### src/hdl/hse_pkg.sv
`default_nettype none

package hse_pkg;

    // Field widths
    localparam int SPEED_W    = 22;
    localparam int TIME_W     = 32;
    localparam int HALL_W     = 3;
    localparam int TICKS_W    = 8;
    localparam int RATIO_W    = 8;
    localparam int MININT_W   = 16;
    localparam int CFG_IDX_W  = 3;
    localparam int CFG_DATA_W = 32;

    // Divider geometry: dividend is the speed scale or the history sum, divisor is ticks * interval or the fill count
    localparam int DVD_W  = 34;
    localparam int DEN_W  = TICKS_W + TIME_W;
    localparam int PROD_W = SPEED_W + RATIO_W;
    localparam int CNT_W  = $clog2(DVD_W + 1);

    localparam logic [DVD_W-1:0] SCALE_RPM = 34'd15360000000;
    localparam logic [DVD_W-1:0] SCALE_RPS = 34'd256000000;

    localparam int DEFAULT_HISTORY_DEPTH = 8;

    // Register indexes
    localparam logic [CFG_IDX_W-1:0] CFG_EDGES_PER_REV = 3'd0;
    localparam logic [CFG_IDX_W-1:0] CFG_RPM_UNITS     = 3'd1;
    localparam logic [CFG_IDX_W-1:0] CFG_MAX_SPEED     = 3'd2;
    localparam logic [CFG_IDX_W-1:0] CFG_OUTLIER_RATIO = 3'd3;
    localparam logic [CFG_IDX_W-1:0] CFG_MIN_INTERVAL  = 3'd4;
    localparam logic [CFG_IDX_W-1:0] CFG_TIMEOUT       = 3'd5;

    // Register reset values
    localparam logic [TICKS_W-1:0]  RST_EDGES_PER_REV = 8'd6;
    localparam logic                RST_RPM_UNITS     = 1'b1;
    localparam logic [SPEED_W-1:0]  RST_MAX_SPEED     = 22'd2560000;
    localparam logic [RATIO_W-1:0]  RST_OUTLIER_RATIO = 8'd30;
    localparam logic [MININT_W-1:0] RST_MIN_INTERVAL  = 16'd10;
    localparam logic [TIME_W-1:0]   RST_TIMEOUT       = 32'd500000;

    // Event codes
    localparam logic ACT_EDGE    = 1'b0;
    localparam logic ACT_TIMEOUT = 1'b1;

    typedef struct packed {
        logic              action;
        logic [TIME_W-1:0] time_us;
        logic [HALL_W-1:0] hall_bits;
    } t_in_item;

    typedef struct packed {
        logic [SPEED_W-1:0] speed;
        logic [HALL_W-1:0]  hall_now;
        logic               hall_changed;
        logic               speed_cleared;
    } t_out_item;

    typedef enum logic [2:0] {
        S_IDLE,
        S_PREP,
        S_DIV_RAW,
        S_SELECT,
        S_UPDATE,
        S_DIV_AVG,
        S_TIMEOUT,
        S_DONE
    } t_state;

endpackage

`default_nettype wire

### src/hdl/hall_speed_estimator.sv
`default_nettype none

// Hall sensor speed estimator. Each input transfer is either a hall edge
// (timestamp in microseconds plus voted hall bits) or a timeout check, and
// each one yields exactly one result transfer carrying the filtered speed
// (unsigned, 8 fraction bits), the stored hall state and two event flags.
// On an edge the interval since the previous edge (mod 2^32, raised to
// min_interval_us) times edges_per_rev divides the rpm or rev/s scale; the
// raw speed falls back to the current filtered speed when it is an outlier
// or above max_speed, enters a ring of HISTORY_DEPTH entries, and the
// filtered speed becomes the truncated mean of the filled entries. All
// division runs on one shared restoring divider, one quotient bit per cycle;
// the raw speed divides a 34-bit dividend and the mean the SUM_W-bit sum,
// where SUM_W = 22 + clog2(HISTORY_DEPTH). An edge passes through prepare,
// raw division, select, update, mean division and done; a timeout check
// passes through the timeout state and done. The input stalls while an item
// is in work and the next input can transfer once the block is idle again;
// a finished result waits in the output register, so the next input can
// transfer while the previous result is still stalled downstream. An item
// that finishes while that earlier result still waits holds in its last
// state until the result transfers. Config registers are written through a
// plain write port; the user must write them only while the block is idle,
// and the block itself does not enforce it.
module hall_speed_estimator
    import hse_pkg::*;
#(
    parameter int HISTORY_DEPTH = DEFAULT_HISTORY_DEPTH
) (
    input  wire logic                  i_clk,
    input  wire logic                  i_rst_n,
    // input item channel
    input  wire logic                  i_in_valid,
    output      logic                  o_in_stall,
    input  wire t_in_item              i_in_item,
    // result channel
    output      logic                  o_out_valid,
    input  wire logic                  i_out_stall,
    output      t_out_item             o_out_item,
    // config write port
    input  wire logic                  i_cfg_we,
    input  wire logic [CFG_IDX_W-1:0]  i_cfg_idx,
    input  wire logic [CFG_DATA_W-1:0] i_cfg_data
);

    localparam int SLOT_W = (HISTORY_DEPTH > 1) ? $clog2(HISTORY_DEPTH) : 1;
    localparam int FILL_W = $clog2(HISTORY_DEPTH + 1);
    localparam int SUM_W  = SPEED_W + $clog2(HISTORY_DEPTH);

    // ------------------------------------------------------------------
    // Config registers
    // ------------------------------------------------------------------
    logic [TICKS_W-1:0]  r_ticks;
    logic                r_rpm;
    logic [SPEED_W-1:0]  r_max;
    logic [RATIO_W-1:0]  r_ratio;
    logic [MININT_W-1:0] r_min_int;
    logic [TIME_W-1:0]   r_timeout;

    always_ff @(posedge i_clk) begin
        if (!i_rst_n) begin
            r_ticks   <= RST_EDGES_PER_REV;
            r_rpm     <= RST_RPM_UNITS;
            r_max     <= RST_MAX_SPEED;
            r_ratio   <= RST_OUTLIER_RATIO;
            r_min_int <= RST_MIN_INTERVAL;
            r_timeout <= RST_TIMEOUT;
        end else if (i_cfg_we) begin
            case (i_cfg_idx)
                CFG_EDGES_PER_REV: r_ticks   <= i_cfg_data[TICKS_W-1:0];
                CFG_RPM_UNITS:     r_rpm     <= i_cfg_data[0];
                CFG_MAX_SPEED:     r_max     <= i_cfg_data[SPEED_W-1:0];
                CFG_OUTLIER_RATIO: r_ratio   <= i_cfg_data[RATIO_W-1:0];
                CFG_MIN_INTERVAL:  r_min_int <= i_cfg_data[MININT_W-1:0];
                CFG_TIMEOUT:       r_timeout <= i_cfg_data;
                default: ;  // unknown index: drop the write
            endcase
        end
    end

    // ------------------------------------------------------------------
    // State
    // ------------------------------------------------------------------
    t_state              r_state,  n_state;
    logic [TIME_W-1:0]   r_last,   n_last;
    logic [SPEED_W-1:0]  r_filt,   n_filt;
    logic [SLOT_W-1:0]   r_slot,   n_slot;
    logic [FILL_W-1:0]   r_fill,   n_fill;
    logic [SUM_W-1:0]    r_sum,    n_sum;
    logic [HALL_W-1:0]   r_hall,   n_hall;
    logic                r_out_valid, n_out_valid;
    logic [CNT_W-1:0]    r_cnt,    n_cnt;

    // working registers of the current item
    logic                r_action,  n_action;
    logic [TIME_W-1:0]   r_time,    n_time;
    logic [HALL_W-1:0]   r_hall_in, n_hall_in;
    logic                r_changed, n_changed;
    logic                r_cleared, n_cleared;
    logic [PROD_W-1:0]   r_prod,    n_prod;
    logic [SPEED_W-1:0]  r_sel,     n_sel;
    t_out_item           r_out,     n_out;

    // shared divider
    logic [DVD_W-1:0]    r_quo, n_quo;
    logic [DEN_W-1:0]    r_rem, n_rem;
    logic [DEN_W-1:0]    r_div, n_div;

    // ring buffer
    logic [SPEED_W-1:0]  r_mem [HISTORY_DEPTH];
    logic [SPEED_W-1:0]  r_rd_data;

    // ------------------------------------------------------------------
    // Datapath helpers
    // ------------------------------------------------------------------
    logic                in_xfer;
    logic [TIME_W-1:0]   w_elapsed;
    logic [TIME_W-1:0]   w_min_int;
    logic [TIME_W-1:0]   w_interval;
    logic [TICKS_W-1:0]  w_ticks;
    logic [DEN_W:0]      w_trial;
    logic [DEN_W:0]      w_diff;
    logic                w_fit;
    logic                w_full;
    logic [SUM_W-1:0]    w_sum_upd;
    logic [FILL_W-1:0]   w_fill_upd;
    logic                w_reject;

    assign o_in_stall = (r_state != S_IDLE);
    assign in_xfer    = i_in_valid && !o_in_stall;

    assign w_elapsed  = r_time - r_last;
    assign w_min_int  = (r_min_int == '0) ? TIME_W'(1) : TIME_W'(r_min_int);
    assign w_interval = (w_elapsed < w_min_int) ? w_min_int : w_elapsed;
    assign w_ticks    = (r_ticks == '0) ? TICKS_W'(1) : r_ticks;

    // one restoring step: shift in the next dividend bit, subtract if it fits
    assign w_trial = {r_rem, r_quo[DVD_W-1]};
    assign w_diff  = w_trial - {1'b0, r_div};
    assign w_fit   = !w_diff[DEN_W];

    // outlier or over-limit raw speed falls back to the filtered speed
    assign w_reject = ((r_filt != '0) && (r_quo > DVD_W'(r_prod))) ||
                      (r_quo > DVD_W'(r_max));

    assign w_full     = (r_fill == FILL_W'(HISTORY_DEPTH));
    assign w_sum_upd  = r_sum - (w_full ? SUM_W'(r_rd_data) : SUM_W'(0)) + SUM_W'(r_sel);
    assign w_fill_upd = w_full ? r_fill : r_fill + 1'b1;

    always_comb begin
        n_state     = r_state;
        n_last      = r_last;
        n_filt      = r_filt;
        n_slot      = r_slot;
        n_fill      = r_fill;
        n_sum       = r_sum;
        n_hall      = r_hall;
        n_out_valid = r_out_valid;
        n_cnt       = r_cnt;
        n_action    = r_action;
        n_time      = r_time;
        n_hall_in   = r_hall_in;
        n_changed   = r_changed;
        n_cleared   = r_cleared;
        n_prod      = r_prod;
        n_sel       = r_sel;
        n_out       = r_out;
        n_quo       = r_quo;
        n_rem       = r_rem;
        n_div       = r_div;

        // result taken downstream
        if (r_out_valid && !i_out_stall) begin
            n_out_valid = 1'b0;
        end

        case (r_state)
            S_IDLE: begin
                if (in_xfer) begin
                    n_action  = i_in_item.action;
                    n_time    = i_in_item.time_us;
                    n_hall_in = i_in_item.hall_bits;
                    n_changed = 1'b0;
                    n_cleared = 1'b0;
                    n_state   = (i_in_item.action == ACT_TIMEOUT) ? S_TIMEOUT : S_PREP;
                end
            end
            S_PREP: begin
                // load the divider with scale / (ticks * interval)
                n_div   = DEN_W'(w_ticks) * DEN_W'(w_interval);
                n_prod  = PROD_W'(r_filt) * PROD_W'(r_ratio);
                n_quo   = r_rpm ? SCALE_RPM : SCALE_RPS;
                n_rem   = '0;
                n_cnt   = CNT_W'(DVD_W);
                n_last  = r_time;
                n_state = S_DIV_RAW;
            end
            S_DIV_RAW, S_DIV_AVG: begin
                n_rem = w_fit ? w_diff[DEN_W-1:0] : w_trial[DEN_W-1:0];
                n_quo = {r_quo[DVD_W-2:0], w_fit};
                n_cnt = r_cnt - 1'b1;
                if (r_cnt == CNT_W'(1)) begin
                    n_state = (r_state == S_DIV_RAW) ? S_SELECT : S_DONE;
                end
            end
            S_SELECT: begin
                n_sel   = w_reject ? r_filt : r_quo[SPEED_W-1:0];
                n_state = S_UPDATE;
            end
            S_UPDATE: begin
                // ring write happens in the memory block; start the mean division
                n_sum  = w_sum_upd;
                n_fill = w_fill_upd;
                n_slot = (r_slot == SLOT_W'(HISTORY_DEPTH - 1)) ? '0 : r_slot + 1'b1;
                if (r_hall_in != r_hall) begin
                    n_hall    = r_hall_in;
                    n_changed = 1'b1;
                end
                n_quo   = {w_sum_upd, {(DVD_W - SUM_W){1'b0}}};
                n_rem   = '0;
                n_div   = DEN_W'(w_fill_upd);
                n_cnt   = CNT_W'(SUM_W);
                n_state = S_DIV_AVG;
            end
            S_TIMEOUT: begin
                if (w_elapsed > r_timeout) begin
                    n_filt    = '0;
                    n_sum     = '0;
                    n_fill    = '0;
                    n_slot    = '0;
                    n_cleared = 1'b1;
                end
                n_state = S_DONE;
            end
            S_DONE: begin
                // hold until the output register is free
                if (!r_out_valid || !i_out_stall) begin
                    n_out.speed         = (r_action == ACT_EDGE) ? r_quo[SPEED_W-1:0] : r_filt;
                    n_out.hall_now      = r_hall;
                    n_out.hall_changed  = r_changed;
                    n_out.speed_cleared = r_cleared;
                    if (r_action == ACT_EDGE) begin
                        n_filt = r_quo[SPEED_W-1:0];
                    end
                    n_out_valid = 1'b1;
                    n_state     = S_IDLE;
                end
            end
            default: n_state = S_IDLE;
        endcase
    end

    // control state
    always_ff @(posedge i_clk) begin
        if (!i_rst_n) begin
            r_state     <= S_IDLE;
            r_last      <= '0;
            r_filt      <= '0;
            r_slot      <= '0;
            r_fill      <= '0;
            r_sum       <= '0;
            r_hall      <= '0;
            r_out_valid <= 1'b0;
            r_cnt       <= '0;
        end else begin
            r_state     <= n_state;
            r_last      <= n_last;
            r_filt      <= n_filt;
            r_slot      <= n_slot;
            r_fill      <= n_fill;
            r_sum       <= n_sum;
            r_hall      <= n_hall;
            r_out_valid <= n_out_valid;
            r_cnt       <= n_cnt;
        end
    end

    // payload and divider registers
    always_ff @(posedge i_clk) begin
        r_action  <= n_action;
        r_time    <= n_time;
        r_hall_in <= n_hall_in;
        r_changed <= n_changed;
        r_cleared <= n_cleared;
        r_prod    <= n_prod;
        r_sel     <= n_sel;
        r_out     <= n_out;
        r_quo     <= n_quo;
        r_rem     <= n_rem;
        r_div     <= n_div;
    end

    // history ring: registered read of the slot about to be replaced
    always_ff @(posedge i_clk) begin
        if (r_state == S_UPDATE) begin
            r_mem[r_slot] <= r_sel;
        end
        r_rd_data <= r_mem[r_slot];
    end

    assign o_out_valid = r_out_valid;
    assign o_out_item  = r_out;

    // ------------------------------------------------------------------
    // Assertions
    // ------------------------------------------------------------------
    a_fill_bound: assert property (@(posedge i_clk) disable iff (!i_rst_n)
        r_fill <= FILL_W'(HISTORY_DEPTH))
        else $error("history fill count beyond depth");

    a_empty_zero: assert property (@(posedge i_clk) disable iff (!i_rst_n)
        (r_fill == '0) |-> (r_filt == '0 && r_sum == '0 && r_slot == '0))
        else $error("empty history with nonzero speed or sum");

    a_cnt_idle: assert property (@(posedge i_clk) disable iff (!i_rst_n)
        (r_state != S_DIV_RAW && r_state != S_DIV_AVG) |-> (r_cnt == '0))
        else $error("divider count running outside a division");

    a_xfer_busy: assert property (@(posedge i_clk) disable iff (!i_rst_n)
        in_xfer |=> (r_state == S_PREP || r_state == S_TIMEOUT))
        else $error("accepted item did not start work");

    a_done_result: assert property (@(posedge i_clk) disable iff (!i_rst_n)
        (r_state == S_DONE && n_state == S_IDLE) |=> r_out_valid)
        else $error("finished item produced no result");

endmodule

`default_nettype wire
### config.mk
export PLATFORM = sky130hd
export DESIGN_NAME = hall_speed_estimator
export DESIGN_NICKNAME = d
export VERILOG_FILES = /design/src/hdl/hse_pkg.sv /design/src/hdl/hall_speed_estimator.sv
export SDC_FILE = /design/constraint.sdc
export NUM_CORES = 2
export LEC_CHECK = 0
export BUFFER_PORTS_ARGS = -buffer_cell sky130_fd_sc_hd__buf_2
export CORE_ASPECT_RATIO = 1.75
export CORE_MARGIN = 4
export CORE_UTILIZATION = 30
export CTS_CLUSTER_DIAMETER = 50
export CTS_CLUSTER_SIZE = 28
export DETAILED_ROUTE_END_ITERATION = 8
export REMOVE_ABC_BUFFERS = 1
export SKIP_LAST_GASP = 1
export SYNTH_ARGS = -nofsm -noshare
export SYNTH_HDL_FRONTEND = slang
export SYNTH_SLANG_ARGS = --single-unit
### constraint.sdc
create_clock -name i_clk -period 10.2 [get_ports i_clk]
set_clock_uncertainty 0.1 [all_clocks]
set_input_delay 0.51 -clock i_clk [delete_from_list [all_inputs] [get_ports i_clk]]
set_output_delay 0.51 -clock i_clk [all_outputs]
set_load 0.01 [all_outputs]
Word-level counts from Yosys, hierarchy flattened
Memory sizes are Yosys's and may differ from the RTL's. A register that Yosys moved wholly into a read port is not among the register bits.
Cells that the tools add are included.
{"block": "totals", "regBits": 417, "latch_bits": 0, "mem_bits_rw": 176, "rom_bits": 0, "input_bits": 76, "output_inout_bits": 29, "wordCells": 141, "memories": 1}
{"name": "r_mem", "words": 8, "width": 22, "rd": 1, "rd_ports_with_merged_regs": 1, "write_ports": 1, "line_no": "hall_speed_estimator.sv:109", "source": "logic [SPEED_W-1:0] r_mem [HISTORY_DEPTH];"}
{"block": "classes", "addsub": 7, "n_mul": 2, "div_mod_pow": 0, "magnitude_cmp": 4, "eq_ne": 21, "shifts": 0, "mux": 39, "bitwise": 0, "reduce_logical": 38}
{"cell": "$pmux W40 S2", "count": 2}
{"cell": "$mux W22", "count": 5}
{"cell": "$pmux W34 S3", "count": 1}
{"cell": "$pmux W25 S2", "count": 1}
{"cell": "$pmux W22 S2", "count": 1}
{"cell": "$sub A41 B40 Y41", "count": 1}
{"cell": "$mul A8 B32 Y40", "count": 1}
{"cell": "$mux W40", "count": 1}
{"cell": "$gt A34 B22 Y1", "count": 1}
{"cell": "$gt A34 B30 Y1", "count": 1}
{"cell": "$mux W34", "count": 1}
{"cell": "$gt A32 B32 Y1", "count": 1}
{"cell": "$lt A32 B16 Y1", "count": 1}
{"cell": "$mux W32", "count": 1}
{"cell": "$sub A32 B32 Y32", "count": 1}
{"cell": "$mul A22 B8 Y30", "count": 1}
{"cell": "$add A25 B22 Y25", "count": 1}
{"cell": "$mux W25", "count": 1}
{"cell": "$sub A25 B22 Y25", "count": 1}
{"cell": "$reduce_bool A22 Y1", "count": 1}
{"cell": "$eq A3 B3 Y1 const B", "count": 7}
{"cell": "$mux W3", "count": 7}
{"cell": "$pmux W3 S7", "count": 1}
{"cell": "$reduce_and A2 Y1", "count": 10}
{"cell": "27 further kinds", "count": 61}

Logic depth before layout (Yosys ltp)
{"block": "depth", "word_depth": 6, "ltp_mapped": 43}

Worst setup path after synthesis
Ideal clock, no wire load.
{"block": "synth_timing", "kind": "register to register", "from": "reg r_time[0]", "to": "reg r_div[38] (data pin)", "setup_ns": 0.266, "t_arrival_ns": 9.148, "t_required_ns": 9.834, "setup_slack_ns": 0.686, "path_stages_with_launch": 40, "path_buffers": 1, "synth_period_minus_slack_ns": 9.514, "path_cell_list": "edfxtp_1 > inv_1 > ha_1 > inv_1 > fa_1 > a211oi_1 > o21ai_0 > a21oi_1 > o21ai_0 > o31a_1 > a31oi_1 > xnor2_1 > ha_1 > a21o_1 > a21oi_1 > o21ai_0 > nor4_1 > nand4_1 > [... 4 more ...] > fa_1 > fa_1 > fa_1 > inv_1 > fa_1 > inv_1 > ha_1 > or3_1 > a211oi_1 > o31ai_1 > a221o_1 > o21ai_0 > o2111ai_1 > a31oi_1 > o21bai_1 > o21ba_2 > xnor2_1 > nor2_1"}
{"block": "synth_via", "elab_chain_cells": 5}
{"item": "from (decl)", "line_no": "hall_speed_estimator.sv:95", "source": "logic [TIME_W-1:0] r_time, n_time;"}
{"item": "from (signal assigned)", "line_no": "hall_speed_estimator.sv:280", "source": "r_time <= n_time;"}
{"item": "$sub A32 B32 Y32 *", "line_no": "hall_speed_estimator.sv:131", "source": "assign w_elapsed = r_time - r_last;"}
{"item": "$lt A32 B16 Y1", "line_no": "hall_speed_estimator.sv:133", "source": "assign w_interval = (w_elapsed < w_min_int) ? w_min_int : w_elapsed;"}
{"item": "$mux W32 *", "line_no": "hall_speed_estimator.sv:133"}
{"item": "$mul A8 B32 Y40 *", "line_no": "hall_speed_estimator.sv:189", "source": "n_div = DEN_W'(w_ticks) * DEN_W'(w_interval);"}
{"item": "$pmux W40 S2 *", "line_no": "hall_speed_estimator.sv:176", "source": "case (r_state)"}
{"item": "to (signal assigned)", "line_no": "hall_speed_estimator.sv:289", "source": "r_div <= n_div;"}
{"item": "to (decl)", "line_no": "hall_speed_estimator.sv:106", "source": "logic [DEN_W-1:0] r_div, n_div;"}
Every way passes the cells marked *; elsewhere a longest branch is shown, timed or not.
A chain may end at the register's enable or synchronous reset.

Worst setup path in the final report
{"block": "layout_timing", "from": "reg r_time[1]", "to": "reg r_div[38] (data pin)"}
Same word-level chain as after synthesis.

==> out/metrics.cfg <==
[routing]
routed_wl_mm = 118
drt-pass1-iter-count = 6
drc = 0
num_vias = 32000
wl_per_cell_um = 17.9
ant_nets = 0
dr.first_iter.drc_count = 1721
via_per_inst = 4.86

[clocking]
cts_tree = done
cts_inserted_buffers = 44
insertion_delay_ps = 660
clkTransAtPathRegs_ps = 90
htreeDepth = 2
clockRootBuffer = clkbuf_16
cts_buffer_depth = 3
clkSinkCount = 615

[cells_and_area]
fin_nets = 5279
layout-drive-gt1-share_pct = 8.75
nFillCells = 15100
area_growth_pct = 12.0

[grt]
grt_usage_pct = 15.2
grt_max_degree = 111
antenna_found_initial = 8
grt_pass1_wl_mm = 187
overflow = 0
grt_pass1_vias = 33800

[logic_synthesis]
syn_area_mm2 = 0.0443
yosysSeqAreaShare_pct = 37.0
synthArstFlopShare_pct = 0
ys_ff_latch = 615
synth_flop_cell = edfxtp_1
synth_edf_count = 407
ys_warn_count = 0
ys_types = 80
synth_cells = 4453
synth.avg_cell_area_um2 = 9.94

[sta]
fmax_mhz = 102
hold_violations = 0
worst_slew_pin_slew_ps = 1120
slew_viol_final = 0
rsz0062_at_grt = false
fin_crit_sh_pct = 96.0
setup_viol = 0
hold_ws_ps = 36.8
period_needed_ps = 9790
tns_ps = 0
timing.final.ws_setup_ps = 413
slew_headroom_pct = 25.5

[setup_path]
path_class = reg -> reg
max_stage_delay_ps = 530
cp-endpoint = r_div[38]
cp.arrival_ps = 10010
cp-startpoint = r_time[1]
start_kind = register
path_max_fanout = 5
reg2reg_from = r_time[1]
critical-path-slowest-cell = fa_1
ff2ff_setup_slack_ps = 410
end_kind = register
timing.rr.end = r_div[38]
rr_worst_depth = 38
worstPathRequired_ps = 10430

[floorplan]
start_util_pct = 30.2
coreArea_mm2 = 0.147
die_h_um = 516
die_area_mm2 = 0.154
rows = 186
pin_count = 105
die_w_um = 298

[place]
numPortBuffers = 104
hpwl_mm = 87.5
place_ws_ps = 0.746
routabilityCongestion = 0.865

[pwr]
leakagePower_nw = 21.0
max-vdd-ir-drop_mv = 0.222
finalPower_mw = 10.5
p_per_area_mw_per_mm2 = 212

[job]
drv_cap = 0

[min_path]
hp-class = in -> reg
min_path_cells = 3

[outcome]
status = completed

-- layout make-up --
class,instances,area [um^2],share of cell area [%]
multi-input cells,3052,25100,50.6
flip-flops and latches,615,16400,33.0
well taps,1974,2470,4.98
inverters,611,2290,4.62
repair buffers,244,1700,3.43
clock buffers,49,1140,2.30
clock inverters,33,483,0.974
diodes,3,7.51,0.0151
-- report_power, final --
part	leakage, nW	switching [mW]	internal (mW)
registers	5.55	0.239	3.14
logic	14.6	2.93	2.19
clock network	0.790	1.08	0.906
-- per-layer routing --
metal / track usage (%) / up-vias / routed length (um)
met5: 0 / - / 41
met4: 6.16 / 6 / 5240
met3: 1.57 / 242 / 4070
met2: 29.4 / 678 / 62200
met1: 16.9 / 15900 / 46200
li1: - / 15200 / -
-- stage by stage --
step	util (%)	area, um^2	instances
2_1_floorplan	-	43600	4278
3_3_place_gp	32.3	47400	6450
3_5_place_dp	32.3	47400	6450
4_1_cts	33.6	49400	6569
5_1_grt	33.8	49600	6579
6_report	33.8	49600	6581
-- Yosys cell counts, drive strengths merged (9+ instances only) --
cell	instances	area share, %
inv	609	5.2
nand2	550	4.7
edfxtp	407	28
fa	324	15
ha	311	8.8
and2	262	3.7
dfxtp	208	9.4
nor2	180	1.5
clkbuf	164	1.4
a21oi	160	1.8
a21boi	134	2.3
a22oi	115	1.9
o21ai	113	1.3
nor2b	110	1.6
a21o	107	1.8
xnor2	96	1.9
nand4	52	0.73
xor2	52	1.0
mux2	50	1.3
mux2i	44	1.1
nor3	42	0.47
nand2b	41	0.58
nand3	37	0.42
o21a	34	0.58
o211ai	25	0.42
a211oi	23	0.39
and3	22	0.32
o21bai	22	0.37
a31oi	19	0.30
nor4	17	0.27
buf	11	0.14
or3	9	0.13
-- logic make-up (layout without fill, tap and decap cells) --
kind of cell    Yosys count  count (layout)  share of synthesized area [%]
compound gates          821             821                           12.6
xor+xnor                148             148                           2.93
fa+ha+maj               635             635                           23.4
buf+inv                 786             937                           6.71
flops                   615             615                           37.0
mux                      94              94                           2.35
other cells               0               3                              0
simple gates           1354            1354                           14.9
-- worst max-delay path, delay by kind of cell, from the launching register on --
kind | cells | cell delay [ps]
AOI/OAI and AO/OA | 12 | 2560
xor gates and xnor gates | 2 | 360
adders and majority gates | 7 | 2830
buffers and inverters | 7 | 840
DFF | 1 | 450
muxes | 1 | 370
and+or+nand+nor | 9 | 1940
-- sequential cells by signal, summed over array words and instances (netlist names), 25 cells and up --
register / count
r_sum: 25
r_time: 32
o_out_item: 27
r_rem: 40
r_mem: 176
r_div: 40
r_last: 32
r_timeout: 32
r_quo: 34
r_prod: 30
-- how the worst min path moves through the flow --
stage	from	endpoint
global route	i_cfg_data[25]	r_timeout[25]
detailed placement	r_changed	o_out_item[1]
global placement	r_changed	o_out_item[1]
floorplan	r_cleared	o_out_item[0]
finish	i_cfg_data[25]	r_timeout[25]
CTS	i_cfg_data[25]	r_timeout[25]
-- layout by cell type, fill, tap and decap left out, drive strengths merged, types with 113 or more instances in the layout --
cell / instances
o21ai: 113
nor2: 180
and2: 262
a21oi: 160
a22oi: 115
edfxtp: 407
dfxtp: 208
inv: 629
ha: 311
nand2: 550
fa: 324
buf: 206
a21boi: 134
-- what timing repair did --
| action | in CTS | in global routing |
|---|---|---|
| hold endpoints to repair | 37 | 0 |
| endpoints found under the setup margin | 3 | 15 |
| gates resized for setup | 1 | 23 |
| pin swaps | 0 | 13 |
| hold buffers | 37 | 0 |
| cloned | 0 | 1 |
| buffers inserted | 0 | 8 |
Power figures use the tool's default switching activity.
